==> config.mk <==
export PLATFORM = sky130hd
export DESIGN_NAME = spht_ctrl
export DESIGN_NICKNAME = d
export VERILOG_FILES = /design/src/hw/rtl/spht_pkg.sv /design/src/hw/rtl/spht_ctrl.sv
export SDC_FILE = /design/constraint.sdc
export NUM_CORES = 1
export LEC_CHECK = 0
export ABC_AREA = 1
export BUFFER_PORTS_ARGS = -buffer_cell sky130_fd_sc_hd__buf_2
export CAP_MARGIN = 10
export CELL_PAD_IN_SITES_DETAIL_PLACEMENT = 1
export CELL_PAD_IN_SITES_GLOBAL_PLACEMENT = 2
export CORE_UTILIZATION = 22
export CTS_CLUSTER_DIAMETER = 30
export DETAILED_ROUTE_END_ITERATION = 10
export PLACE_DENSITY = 0.84
export SETUP_SLACK_MARGIN = 0.05
export SYNTH_ARGS = -nofsm -noshare
export SYNTH_HDL_FRONTEND = slang
export SYNTH_SLANG_ARGS = --single-unit
==> constraint.sdc <==
create_clock -name clk -period 3 [get_ports clk]
set_input_delay 0.15 -clock clk [delete_from_list [all_inputs] [get_ports clk]]
set_output_delay 0.15 -clock clk [all_outputs]
set_load 0.01 [all_outputs]
==> src/hw/rtl/spht_pkg.sv <==
`default_nettype none
package spht_pkg;
	localparam int DEPTH    = 64;
	localparam int IDX_W    = $clog2(DEPTH);
	localparam int CNT_W    = $clog2(DEPTH + 1);
	localparam int NUM_W    = 62;
	localparam int HANDLE_W = 16;
	localparam int LEVEL_W  = 2;

	typedef enum logic [1:0] {
		KIND_SEND   = 2'd0,
		KIND_MARK   = 2'd1,
		KIND_REMOVE = 2'd2,
		KIND_LOOKUP = 2'd3
	} kind_t;

	typedef enum logic [1:0] {
		ST_OK        = 2'd0,
		ST_NOT_FOUND = 2'd1,
		ST_UNDERFLOW = 2'd2,
		ST_FULL      = 2'd3
	} status_t;

	typedef enum logic [3:0] {
		S_IDLE, S_SEND, S_SEARCH, S_APPLY, S_HEAD, S_OSTART, S_OLDEST, S_READ, S_WAIT
	} state_t;

	typedef struct packed {
		logic load;
		logic do_send;
		logic scan_step;
		logic apply;
		logic head_step;
		logic old_start;
		logic old_step;
		logic num_read;
		logic out_load;
	} cmd_t;

	typedef struct packed {
		kind_t kind;
		logic  scan_hit;
		logic  scan_end;
		logic  head_stop;
		logic  old_hit;
		logic  old_end;
		logic  out_free;
	} stat_t;

	// first member sits in the top bits
	typedef struct packed {
		logic [CNT_W-1:0]    entry_count;
		logic [CNT_W-1:0]    handshake_count;
		logic [CNT_W-1:0]    outstanding_count;
		logic [NUM_W-1:0]    oldest_number;
		logic                oldest_valid;
		logic [LEVEL_W-1:0]  hit_level;
		logic                hit_retransmittable;
		logic [HANDLE_W-1:0] hit_handle;
		status_t             status;
	} res_t;

	function automatic logic [IDX_W-1:0] next_idx(input logic [IDX_W-1:0] i);
		next_idx = (i == IDX_W'(DEPTH - 1)) ? '0 : i + 1'b1;
	endfunction
endpackage
`default_nettype wire

==> src/hw/rtl/spht_ctrl.sv <==
`default_nettype none
module spht_ctrl import spht_pkg::*; (
	input  wire   clk,
	input  wire   arst_n,
	input  wire   in_valid,
	output logic  in_ready,
	input  stat_t stat,
	output cmd_t  cmd
);
	state_t state_q, state_nx;

	always_ff @(posedge clk or negedge arst_n) begin
		if (!arst_n) begin
			state_q <= S_IDLE;
		end else begin
			state_q <= state_nx;
		end
	end

	always_comb begin
		state_nx = state_q;
		unique case (state_q)
			S_IDLE: begin
				if (in_valid) begin
					state_nx = S_SEARCH;
				end
			end
			S_SEND:   state_nx = S_OSTART;
			S_SEARCH: begin
				if (stat.scan_hit) begin
					state_nx = (stat.kind == KIND_LOOKUP) ? S_OSTART : S_APPLY;
				end else if (stat.scan_end) begin
					state_nx = S_OSTART;
				end
			end
			S_APPLY:  state_nx = (stat.kind == KIND_REMOVE) ? S_HEAD : S_OSTART;
			S_HEAD: begin
				if (stat.head_stop) begin
					state_nx = S_OSTART;
				end
			end
			S_OSTART: state_nx = S_OLDEST;
			S_OLDEST: begin
				if (stat.old_hit || stat.old_end) begin
					state_nx = S_READ;
				end
			end
			S_READ:   state_nx = S_WAIT;
			S_WAIT: begin
				if (stat.out_free) begin
					state_nx = S_IDLE;
				end
			end
			default:  state_nx = S_IDLE;
		endcase
		// kind is only known after the item is registered
		if (state_q == S_SEARCH && stat.kind == KIND_SEND) begin
			state_nx = S_SEND;
		end
	end

	always_comb begin
		cmd      = '0;
		in_ready = 1'b0;
		unique case (state_q)
			S_IDLE: begin
				in_ready = 1'b1;
				cmd.load = in_valid;
			end
			S_SEND:   cmd.do_send   = 1'b1;
			S_SEARCH: cmd.scan_step = (stat.kind != KIND_SEND);
			S_APPLY:  cmd.apply     = 1'b1;
			S_HEAD:   cmd.head_step = 1'b1;
			S_OSTART: cmd.old_start = 1'b1;
			S_OLDEST: cmd.old_step  = 1'b1;
			S_READ:   cmd.num_read  = 1'b1;
			S_WAIT: begin
				// hold the oldest-number read while the result waits
				cmd.num_read = 1'b1;
				cmd.out_load = stat.out_free;
			end
			default:  cmd = '0;
		endcase
	end
endmodule
`default_nettype wire

== After elaboration in Yosys (flattened, before gate mapping) ==
Cells that the tools add are included.
Word-level totals
  memory bits (writable): 0
  logic and storage cells: 43
  bits in latches: 0
  memories kept: 0
  flip-flop bits (word level): 4
  memory bits (read-only): 0
  output and inout port bits: 10
  bits of input ports: 11
Cells by class
  shift operators: 0
  $mul: 0
  div/mod/pow operators: 0
  equal/unequal tests: 15
  muxes and demuxes: 20
  order comparisons: 0
  add/subtract/negate cells: 0
  reductions and logical operators: 7
  bitwise logic cells: 0
Operators by type and width (count)
  $pmux 4 s9: 1
  $mux 4: 7
  $eq 4x3->1 const B: 4
  $ne 3x3->1 const B: 4
  $mux 1: 11
  $eq 4x2->1 const B: 2
  $reduce_and 5->1: 1
  $eq 2x2->1 const B: 2
  $eq 4x1->1 const B: 1
  $eq 4x4->1 const B: 1
  $logic_not 4->1: 1
  $ne 4x3->1 const B: 1
  $mux 3: 1
  $logic_not 2->1: 1
  $reduce_bool 2->1: 1
  $reduce_or 2->1: 1
  $logic_and 1x1->1: 1
  $logic_or 1x1->1: 1

== Depth between registers and ports, before layout ==
Gate-level depths: netlist of run 1.
  depth in word-level cells: 5
  gate-level depth with buffers: 9
  gate-level depth less buffers: 9

== Worst setup path before layout of run 1 ==
Ideal clock, no wire load.
  path kind: register to register
  start: reg state_q[0]
  end: reg state_q[1]
  buffers on the path: 0
  clock period less this slack: 1.150 ns
  data required time: 2.883 ns
  cell stages (with the launch flop): 9
  setup slack: 1.850 ns
  arrival: 1.033 ns
  cell sequence: dfrtp_1 > nor2_4 > nand2_2 > nor2_2 > inv_2 > nand2_2 > nor2_2 > nand3_1 > nand2_1
On the way
  cells in the longest elaborated chain, start to end: 4
  elaborated cells on any way between the ends: 18
Ends and longest elaborated chain
  start, declared: RTL line spht_ctrl.sv:10  | state_t state_q, state_nx;
  start signal, assigned: RTL line spht_ctrl.sv:16  | state_q <= state_nx;
  $eq 4x2->1: RTL line spht_ctrl.sv:22, spht_ctrl.sv:57
  $logic_and 1x1->1: RTL line spht_ctrl.sv:57  | if (state_q == S_SEARCH && stat.kind == KIND_SEND) begin
  $ne 4x3->1 (no source line) or $ne 3x3->1 (tied branches)
  $reduce_and 5->1 (no source line)
Parallel ways exist; a longest one is shown, timed or not.
A chain may end at the register's enable or synchronous reset.

==> results of run 1 <==
==> placed cells by master, fill, tap and decap left out <==
| master | n |
|---|---|
| dlygate4sd3_1 | 1 |
| o21ai_1 | 1 |
| buf_2 | 20 |
| a21oi_1 | 1 |
| nor2_1 | 12 |
| clkbuf_4 | 3 |
| nand3_1 | 7 |
| nand2_1 | 20 |
| nor2_4 | 3 |
| nand3_2 | 1 |
| nor3_1 | 1 |
| nand4_1 | 2 |
| nand2_2 | 3 |
| inv_2 | 4 |
| dfrtp_1 | 4 |
| nor2_2 | 4 |
| inv_1 | 16 |
| and2_1 | 1 |
==> cells by family after synthesis <==
logic type	share of synthesized area, %
and+or+nand+nor	59.0
DFF	22.2
AOI/OAI and AO/OA	2.21
buffers and inverters	16.6
==> metal layers <==
metal / track usage [%] / share of wire, %
met2: 25.5 / 56
met5: 0 / 0
met4: 6.86 / 1.8
met3: 2.31 / 2.2
met1: 14.5 / 40
==> through the flow <==
stage                     setup WS, ns  hold slack [ns]  power (W)
final                             1.57            0.249   0.000585
after global placement            1.74          -0.0402   0.000516
after floorplan                   1.85           -0.146   0.000402
after global routing              1.50            0.279   0.000648
after detailed placement          1.73          -0.0402   0.000523
after CTS                         1.59            0.246   0.000596
==> final cells by class <==
type,count,area [sq um],area share (%)
clock buffers,3,22.5,3.64
repair buffers,21,110,17.8
well taps,27,33.8,5.47
flip-flops and latches,4,100,16.2
inverters,20,75.1,12.1
multi-input cells,56,277,44.7
==> critical path: cells and delay by family, from the launching register on <==
family / cells / cell delay [ns]
buf+inv: 1 / 0.14
simple gates: 3 / 0.43
flops: 1 / 0.47
==> timing repair <==
item / CTS / global route
hold buffers: 1 / 0
endpoints found under the setup margin: 0 / 0
endpoints found under the hold margin: 4 / 0
==> worst max path at each step <==
stage / startpoint / to / slack, ns / depth (start not counted)
after floorplan: state_q[0] / state_q[1] / 1.85 / 8
after global placement: state_q[0] / state_q[0] / 1.74 / 8
after detailed placement: state_q[0] / state_q[1] / 1.73 / 8
after CTS: state_q[1] / cmd[2] / 1.59 / 5
after global routing: state_q[1] / cmd[2] / 1.50 / 5
final: state_q[0] / cmd[0] / 1.57 / 4
==> power by group through the flow <==
stage,Clock (W),Combinational (W),Sequential (W)
floorplan,0,0.000286,0.000115
global placement,0,0.000395,0.000121
detailed placement,0,0.000400,0.000122
CTS,0.0000685,0.000406,0.000122
global route,0.0000717,0.000450,0.000126
finish,0.0000672,0.000396,0.000122
==> flow_metrics.py, run 1 <==
metrics = {
    "die": {
        "core-area_sq_um": 1940,
        "die_h_microns": 47.3,
        "initial_core_util_pct": 23.3,
        "ios": 21,
        "die-area_sq_um": 2240,
        "rows": 16,
        "fp.dieW_microns": 47.3,
    },
    "final_layout": {
        "num-nets-final": 117,
        "stdcell_area_sq_um": 618,
        "final_core_util_pct": 31.8,
        "drive_gt1_share_pct": 36.5,
        "largest_register_ffs": 4,
        "num_antenna_cells": 0,
        "largest_registers": "state_q x4",
        "area_growth_pct": 36.8,
        "finalNonFillerCells": 131,
        "num-fill-cells": 280,
        "regMostFlops": "state_q",
    },
    "placed_design": {
        "dpl.cell_count": 127,
        "io_buffers": 20,
        "place_hpwl_mm": 1.09,
        "place.gp.congestion": 0.765,
        "dpl_cell_area_sq_um": 586,
    },
    "drt": {
        "drtPass1Iterations": 4,
        "drt_iter0_drc": 7,
        "vias_per_cell": 4.25,
        "vias": 557,
        "ant_nets": 0,
        "drc_errors": 0,
        "drt_wl_total_mm": 1.29,
        "wl_per_cell_microns": 9.88,
    },
    "cts": {
        "cts_resized": 0,
        "cts_num_sinks": 4,
        "clock_latency_ns": 0.24,
        "clk_pin_slew_ns": 0.04,
        "cts_buffers": 3,
        "cts_tree": "done",
        "htreeDepth": 1,
        "cts_buffer_depth": 2,
        "cts-root-buf": "clkbuf_4",
        "postCtsSetupBuffers": 0,
    },
    "pwr": {
        "ir_drop_mv": 0.260,
        "total_switching_power_w": 0.000316,
        "seq_power_share_pct": 20.8,
        "p_clk_share_pct": 11.5,
        "swShare_pct": 54.1,
        "p_leak_nw": 0.413,
        "power_frac_comb_pct": 67.7,
        "p_int_w": 0.000269,
        "powerDensity_nw_per_um2": 946,
    },
    "setup_path": {
        "slowest_delay_ns": 0.47,
        "critPathSlowestCell": "dfrtp_1",
        "cp_cell_sequence": "nor2_4, nand2_1, nor2_1, buf_2",
        "rrSetupSlack_ns": 1.71,
        "cp-end-kind": "output pin",
        "worstPathMaxFanout": 5,
        "ff2ff_path_depth": 8,
        "path_class": "reg2out",
        "r2r_end": "state_q[1]",
        "cp.arrival_ns": 1.28,
        "reg2reg_from": "state_q[0]",
        "worstPathRequired_ns": 2.85,
        "critPathLaunchType": "flop",
    },
    "flow_run": {
        "drv_cap": 0,
    },
    "yosys": {
        "avgSynthCellArea_sq_um": 5.65,
        "synthArstFlopShare_pct": 100,
        "synthCells": 80,
        "synth_fp_nets": 91,
        "synth_top_area_cell": "dfrtp_1",
        "synthesis.area_sq_um": 452,
        "synth.area.top_cells": "dfrtp_1, nand2_1, inv_1",
        "synth-main-ff-cell": "dfrtp_1",
        "synth_seq_cells": 4,
        "synth_top_area_share_pct": 22.2,
        "yosysUniqueCellTypes": 15,
        "yosysSeqAreaShare_pct": 22.2,
        "yosys_warnings": 0,
        "synth_most_common_cell": "nand2_1",
        "synth_edf_count": 0,
        "synth.top_cells.by_count": "nand2_1, inv_1, nor2_1",
    },
    "sta": {
        "tightest_slew_ns": 0.287,
        "hold_violations": 0,
        "min_period_ns": 1.43,
        "tns_ns": 0,
        "drv_slew": 0,
        "fin_skew_ns": 0.00579,
        "maxSlewHeadroom_pct": 80.9,
        "rsz0062_at_grt": "no",
        "max_freq_mhz": 699,
        "setup-violations-final": 0,
        "period_share_pct": 47.7,
    },
    "worst_hold_path": {
        "hp-class": "in2async",
    },
    "global_route": {
        "grt_pass1_wl_mm": 2.09,
        "grt.overflow.total": 0,
        "grt_max_degree": 7,
        "grt_antenna_before_repair": 0,
        "grt_usage_pct": 13.7,
        "first_global_vias": 546,
    },
    "status": {
        "outcome": "complete, no violations",
    },
}
Note: power is estimated with default switching activity, not from simulation.
==> inputs of run 2 (changes only) <==
--- a/config.mk
+++ b/config.mk
@@ -10,10 +10,10 @@
 export CAP_MARGIN = 10
 export CELL_PAD_IN_SITES_DETAIL_PLACEMENT = 1
 export CELL_PAD_IN_SITES_GLOBAL_PLACEMENT = 2
-export CORE_UTILIZATION = 22
+export CORE_UTILIZATION = 18
 export CTS_CLUSTER_DIAMETER = 30
 export DETAILED_ROUTE_END_ITERATION = 10
-export PLACE_DENSITY = 0.84
+export PLACE_DENSITY = 0.74
 export SETUP_SLACK_MARGIN = 0.05
 export SYNTH_ARGS = -nofsm -noshare
 export SYNTH_HDL_FRONTEND = slang
==> constraint.sdc (replaced) <==
create_clock -name clk -period 1.3 [get_ports clk]
set_input_delay 0.065 -clock clk [delete_from_list [all_inputs] [get_ports clk]]
set_output_delay 0.065 -clock clk [all_outputs]
set_load 0.01 [all_outputs]
==> run 2 against run 1 <==
  * The flow now finishes with violations (negative setup slack)
  * Non-clock buffer count is 15 higher
  * Register-to-register slack worse by 1.7 ns
  * Clock power rose by 120%
  * Wire length increased by 27%
  * Count of clock-buffer cells in the layout did not move
  * Flip-flop and latch count is the same
  * Global-route usage is 0.41 points lower
  * Critical path type unchanged
  * Die area grew 21%
  * Setup slack worse by 1.6 ns
  * Final area increased by 46%
  * Utilization is 7.5 points higher
  * Clock skew is 0.0038 ns lower
==> flow_metrics.py, run 2 (synthesis gave the netlist of run 1 again) <==
metrics = {
    "cts": {
        "cts-root-buf": "clkbuf_4",
        "cts_tree": "done",
        "htreeDepth": 1,
        "cts_buffers": 3,
        "clock_latency_ns": 0.23,
        "clk_pin_slew_ns": 0.04,
        "cts_num_sinks": 4,
        "cts_buffer_depth": 2,
    },
    "global_route": {
        "grt-busiest-layer": "met2",
        "grt_use_met3_pct": 2.63,
        "grt.overflow.total": 0,
        "grt_antenna_before_repair": 0,
        "grt_usage_pct": 13.2,
        "use_met2_pct": 23.3,
        "first_global_vias": 606,
        "grt_pass1_wl_mm": 2.53,
        "grt_max_degree": 7,
        "grtUsageMet1_pct": 15.4,
    },
    "drt": {
        "drc_errors": 0,
        "ant_nets": 0,
        "vias_per_cell": 4.14,
        "vias": 609,
        "drt_iter0_drc": 7,
        "wl_per_cell_microns": 11.2,
        "drtPass1Iterations": 4,
        "drt_wl_total_mm": 1.64,
    },
    "die": {
        "die_h_microns": 52.1,
        "initial_core_util_pct": 19.7,
        "core-area_sq_um": 2300,
        "ios": 21,
        "rows": 17,
        "fp.dieW_microns": 52.1,
        "die-area_sq_um": 2710,
    },
    "setup_path": {
        "reg2reg_from": "state_q[2]",
        "critPathSlowestCell": "dfrtp_2",
        "cp-end-kind": "output pin",
        "path_class": "reg2out",
        "cp_cell_sequence": "nor2_4, buf_6, nand2_4, nor2_4, buf_6",
        "worstPathMaxFanout": 5,
        "cp_top_family": "flip-flops",
        "crit_buf_inv": 2,
        "slowest_delay_ns": 0.45,
        "rrSetupSlack_ns": -0.03,
        "ff2ff_path_depth": 8,
        "worstPathRequired_ns": 1.24,
        "critPathLaunchType": "flop",
        "cp.arrival_ns": 1.27,
        "r2r_end": "state_q[2]",
    },
    "pwr": {
        "ir_drop_mv": 0.993,
        "power_w": 0.00213,
        "powerDensity_nw_per_um2": 2360,
        "p_leak_nw": 0.509,
    },
    "final_layout": {
        "num-fill-cells": 303,
        "stdcell_area_sq_um": 903,
        "drive_gt1_share_pct": 65.5,
        "largest_register_ffs": 4,
        "largest_registers": "state_q x4",
        "regMostFlops": "state_q",
        "area_growth_pct": 100,
        "mostFrequentLayoutCells": "nand2_1, buf_2",
        "final_core_util_pct": 39.3,
        "num-nets-final": 132,
        "num_antenna_cells": 0,
    },
    "sta": {
        "postLayoutSetupSlackWorst_ns": -0.0360,
        "max_freq_mhz": 749,
        "hold_violations": 0,
        "drv_slew": 0,
        "tightest_slew_ns": 0.230,
        "fin_skew_ns": 0.00200,
        "period_share_pct": 103,
        "rsz0062_at_grt": "yes",
        "min_period_ns": 1.34,
        "maxSlewHeadroom_pct": 84.6,
        "setup-violations-final": 6,
    },
    "placed_design": {
        "dpl_cell_area_sq_um": 602,
        "place.gp.congestion": 0.770,
        "place_hpwl_mm": 1.15,
        "io_buffers": 20,
    },
    "flow_run": {
        "drv_cap": 0,
    },
    "status": {
        "outcome": "complete, but fails checks",
        "violations": "negative setup slack",
    },
    "worst_hold_path": {
        "hp-class": "in2async",
    },
}
[run 2: metal layers]
metal  vias to the layer above  share of wire, %
li1                        317                 -
met1                       281                43
met2                        11                54
met3                         0               2.8
met4                         0                 0
met5                         -                 0
[run 2: worst max-delay path by stage]
stage / from / end / cells past startpoint
global placement: state_q[1] / state_q[0] / 6
detailed placement: state_q[0] / state_q[2] / 8
CTS: state_q[0] / cmd[8] / 5
global route: state_q[2] / state_q[2] / 9
finish: state_q[0] / cmd[0] / 5
floorplan: state_q[0] / state_q[1] / 8
[run 2: through the flow]
stage	setup TNS, ns	hold slack [ns]	setup slack (ns)	cells
3_3_place_gp	0	-0.125	0.0369	130
4_1_cts	-0.0460	0.164	-0.0184	143
3_5_place_dp	0	-0.124	0.0201	130
2_1_floorplan	0	-0.231	0.150	80
6_report	-0.143	0.169	-0.0360	147
5_1_grt	-0.850	0.185	-0.106	147
[run 2: layout make-up]
cell class	count	area, sq um	area share (%)
multi-input cells	56	394	43.6
flip-flops and latches	4	104	11.5
inverters	20	75.1	8.31
well taps	28	35.0	3.88
clock buffers	3	22.5	2.49
repair buffers	36	273	30.2
[run 2: repair_timing]
action | 4_1_cts | 5_1_grt
resized for setup | 17 | 29
hold endpoints to repair | 4 | 0
endpoints found under the setup margin | 12 | 13
buffers inserted | 9 | 4
hold buffers | 1 | 0
pin swaps | 6 | 10
[run 2: report_power, final]
group / switching (W) / total, W / leakage [nW] / internal [W]
sequential: 0.000109 / 0.000300 / 0.0467 / 0.000191
clock: 0.0000472 / 0.000150 / 0.0138 / 0.000103
combinational: 0.000882 / 0.00168 / 0.448 / 0.000795
total: 0.00104 / 0.00213 / 0.509 / 0.00109
==> inputs of run 3 (changes only) <==
--- a/config.mk
+++ b/config.mk
@@ -8,7 +8,7 @@
 export ABC_AREA = 1
 export BUFFER_PORTS_ARGS = -buffer_cell sky130_fd_sc_hd__buf_2
 export CAP_MARGIN = 10
-export CELL_PAD_IN_SITES_DETAIL_PLACEMENT = 1
+export CELL_PAD_IN_SITES_DETAIL_PLACEMENT = 2
 export CELL_PAD_IN_SITES_GLOBAL_PLACEMENT = 2
 export CORE_UTILIZATION = 18
 export CTS_CLUSTER_DIAMETER = 30
==> run 3 against run 2 <==
  * The flow still finishes with violations (negative setup slack)
  * Wire length rose by 23%
  * Sequential share of layout area rose by 0.77 points
  * Register-to-register slack barely moved
  * Critical endpoint is now cmd[8]
  * Highest routed layer is now met4
==> flow_metrics.py, run 3 (synthesis gave the netlist of run 1 again) <==
metrics = {
    "status": {
        "outcome": "complete, but fails checks",
        "violations": "negative setup slack",
    },
    "sta": {
        "tightest_slew_ns": 0.217,
        "max_freq_mhz": 725,
        "period_share_pct": 106,
        "timing.hold.ws_ns": 0.156,
        "drv_slew": 0,
        "setup-violations-final": 7,
        "tns_ns": -0.195,
        "min_period_ns": 1.38,
        "postLayoutSetupSlackWorst_ns": -0.0797,
        "maxSlewHeadroom_pct": 85.5,
        "hold_violations": 0,
        "rsz0062_at_grt": "yes",
        "fin_skew_ns": 0.00423,
    },
    "drt": {
        "drt_wl_total_mm": 2.01,
        "drtPass1Iterations": 5,
        "drc_errors": 0,
        "vias_per_cell": 4.43,
        "wl_per_cell_microns": 13.9,
        "vias": 642,
        "drt_iter0_drc": 9,
        "ant_nets": 0,
    },
    "setup_path": {
        "slowest_delay_ns": 0.46,
        "cp_cell_sequence": "nor2_4, nand2_2, buf_6, nor2_1, buf_2",
        "cp-end-kind": "output pin",
        "ff2ff_path_depth": 9,
        "cp_num_cells": 5,
        "path_class": "reg2out",
        "critPathLaunchType": "flop",
        "critPathSlowestCell": "dfrtp_2",
        "cp.arrival_ns": 1.31,
        "crit_buf_inv": 2,
        "cp_top_family": "flip-flops",
        "worstPathRequired_ns": 1.24,
        "worstPathMaxFanout": 5,
    },
    "final_layout": {
        "mostFrequentLayoutCells": "nand2_1, buf_6, buf_2",
        "num-nets-final": 130,
        "drive_gt1_share_pct": 63.2,
        "num_antenna_cells": 0,
        "largest_register_ffs": 4,
        "largest_registers": "state_q x4",
        "finalNonFillerCells": 145,
        "regMostFlops": "state_q",
        "stdcell_area_sq_um": 857,
        "area_growth_pct": 89.8,
    },
    "placed_design": {
        "dpl.cell_count": 130,
        "place_hpwl_mm": 1.35,
        "dpl_cell_area_sq_um": 602,
        "place.gp.congestion": 0.770,
        "io_buffers": 20,
    },
    "pwr": {
        "power_w": 0.00217,
        "p_leak_nw": 0.482,
        "ir_drop_mv": 1.10,
        "powerDensity_nw_per_um2": 2530,
    },
    "global_route": {
        "grt_pass1_wl_mm": 3.36,
        "grt_max_degree": 6,
        "grt_usage_pct": 18.1,
        "grt_use_met3_pct": 0.877,
        "grt-busiest-layer": "met2",
        "first_global_vias": 726,
        "grt.overflow.total": 0,
        "grt_antenna_before_repair": 0,
        "grtUsageMet1_pct": 18.0,
        "use_met2_pct": 35.9,
    },
    "cts": {
        "htreeDepth": 1,
        "cts_tree": "done",
        "clk_pin_slew_ns": 0.04,
        "cts-root-buf": "clkbuf_4",
        "cts_buffer_depth": 2,
        "cts_buffers": 3,
        "clock_latency_ns": 0.25,
        "cts_num_sinks": 4,
    },
    "die": {
        "fp.dieW_microns": 52.1,
        "die_h_microns": 52.1,
        "rows": 17,
        "die-area_sq_um": 2710,
        "initial_core_util_pct": 19.7,
        "core-area_sq_um": 2300,
        "ios": 21,
    },
    "worst_hold_path": {
        "hp-class": "in2async",
    },
    "flow_run": {
        "drv_cap": 0,
    },
}
[run 3: layout make-up]
cell class,instances,area [sq um]
inverters,20,75.1
well taps,28,35.0
flip-flops and latches,4,105
multi-input cells,56,342
fillers,275,1440
clock buffers,3,22.5
repair buffers,34,278
[run 3: worst paths after layout]
path | from | endpoint | slack [ns]
setup / recovery | state_q[0] | cmd[8] | -0.08
hold / removal | arst_n | state_q[3] | 0.16
setup reg to reg | state_q[0] | state_q[2] | -0.04
hold reg to reg | state_q[3] | state_q[3] | 0.69
max in group asynchronous | arst_n | state_q[2] | 1.00
min in group clk | stat[0] | state_q[3] | 0.20
[run 3: stage by stage]
| step | setup WS [ns] | util (%) |
|---|---|---|
| floorplan | 0.150 | - |
| global placement | 0.0369 | 26.2 |
| detailed placement | -0.0184 | 26.2 |
| CTS | -0.0388 | 34.8 |
| global route | -0.130 | 37.3 |
| finish | -0.0797 | 37.3 |
[run 3: report_power, final]
| group | total, W | switching (W) | internal [W] | leakage (nW) |
|---|---|---|---|---|
| sequential | 0.000302 | 0.000108 | 0.000194 | 0.0456 |
| clock | 0.000168 | 0.0000642 | 0.000104 | 0.0138 |
| combinational | 0.00169 | 0.000885 | 0.000809 | 0.423 |
[run 3: per-layer routing]
| layer | wire [microns] | share of wire (%) |
|---|---|---|
| met1 | 757 | 38 |
| met5 | 0 | 0 |
| met2 | 1180 | 59 |
| met4 | 30 | 1.5 |
| met3 | 44 | 2.2 |
[run 3: worst reg2reg max path: stages (launching register included)]
cell     delay, ns
dfrtp_2       0.46
nor2_4        0.18
nand2_2       0.09
buf_6         0.13
nor2_4        0.07
inv_2         0.04
nand2_2       0.08
nor2_2        0.05
nand3_1       0.06
nand2_1       0.06
[run 3: what timing repair did]
| action | CTS | global route |
|---|---|---|
| pin swaps | 7 | 6 |
| hold endpoints to repair | 4 | 0 |
| hold buffers | 1 | 0 |
| resized for setup | 26 | 16 |
| setup buffers | 11 | 0 |
| setup endpoints to repair | 13 | 13 |
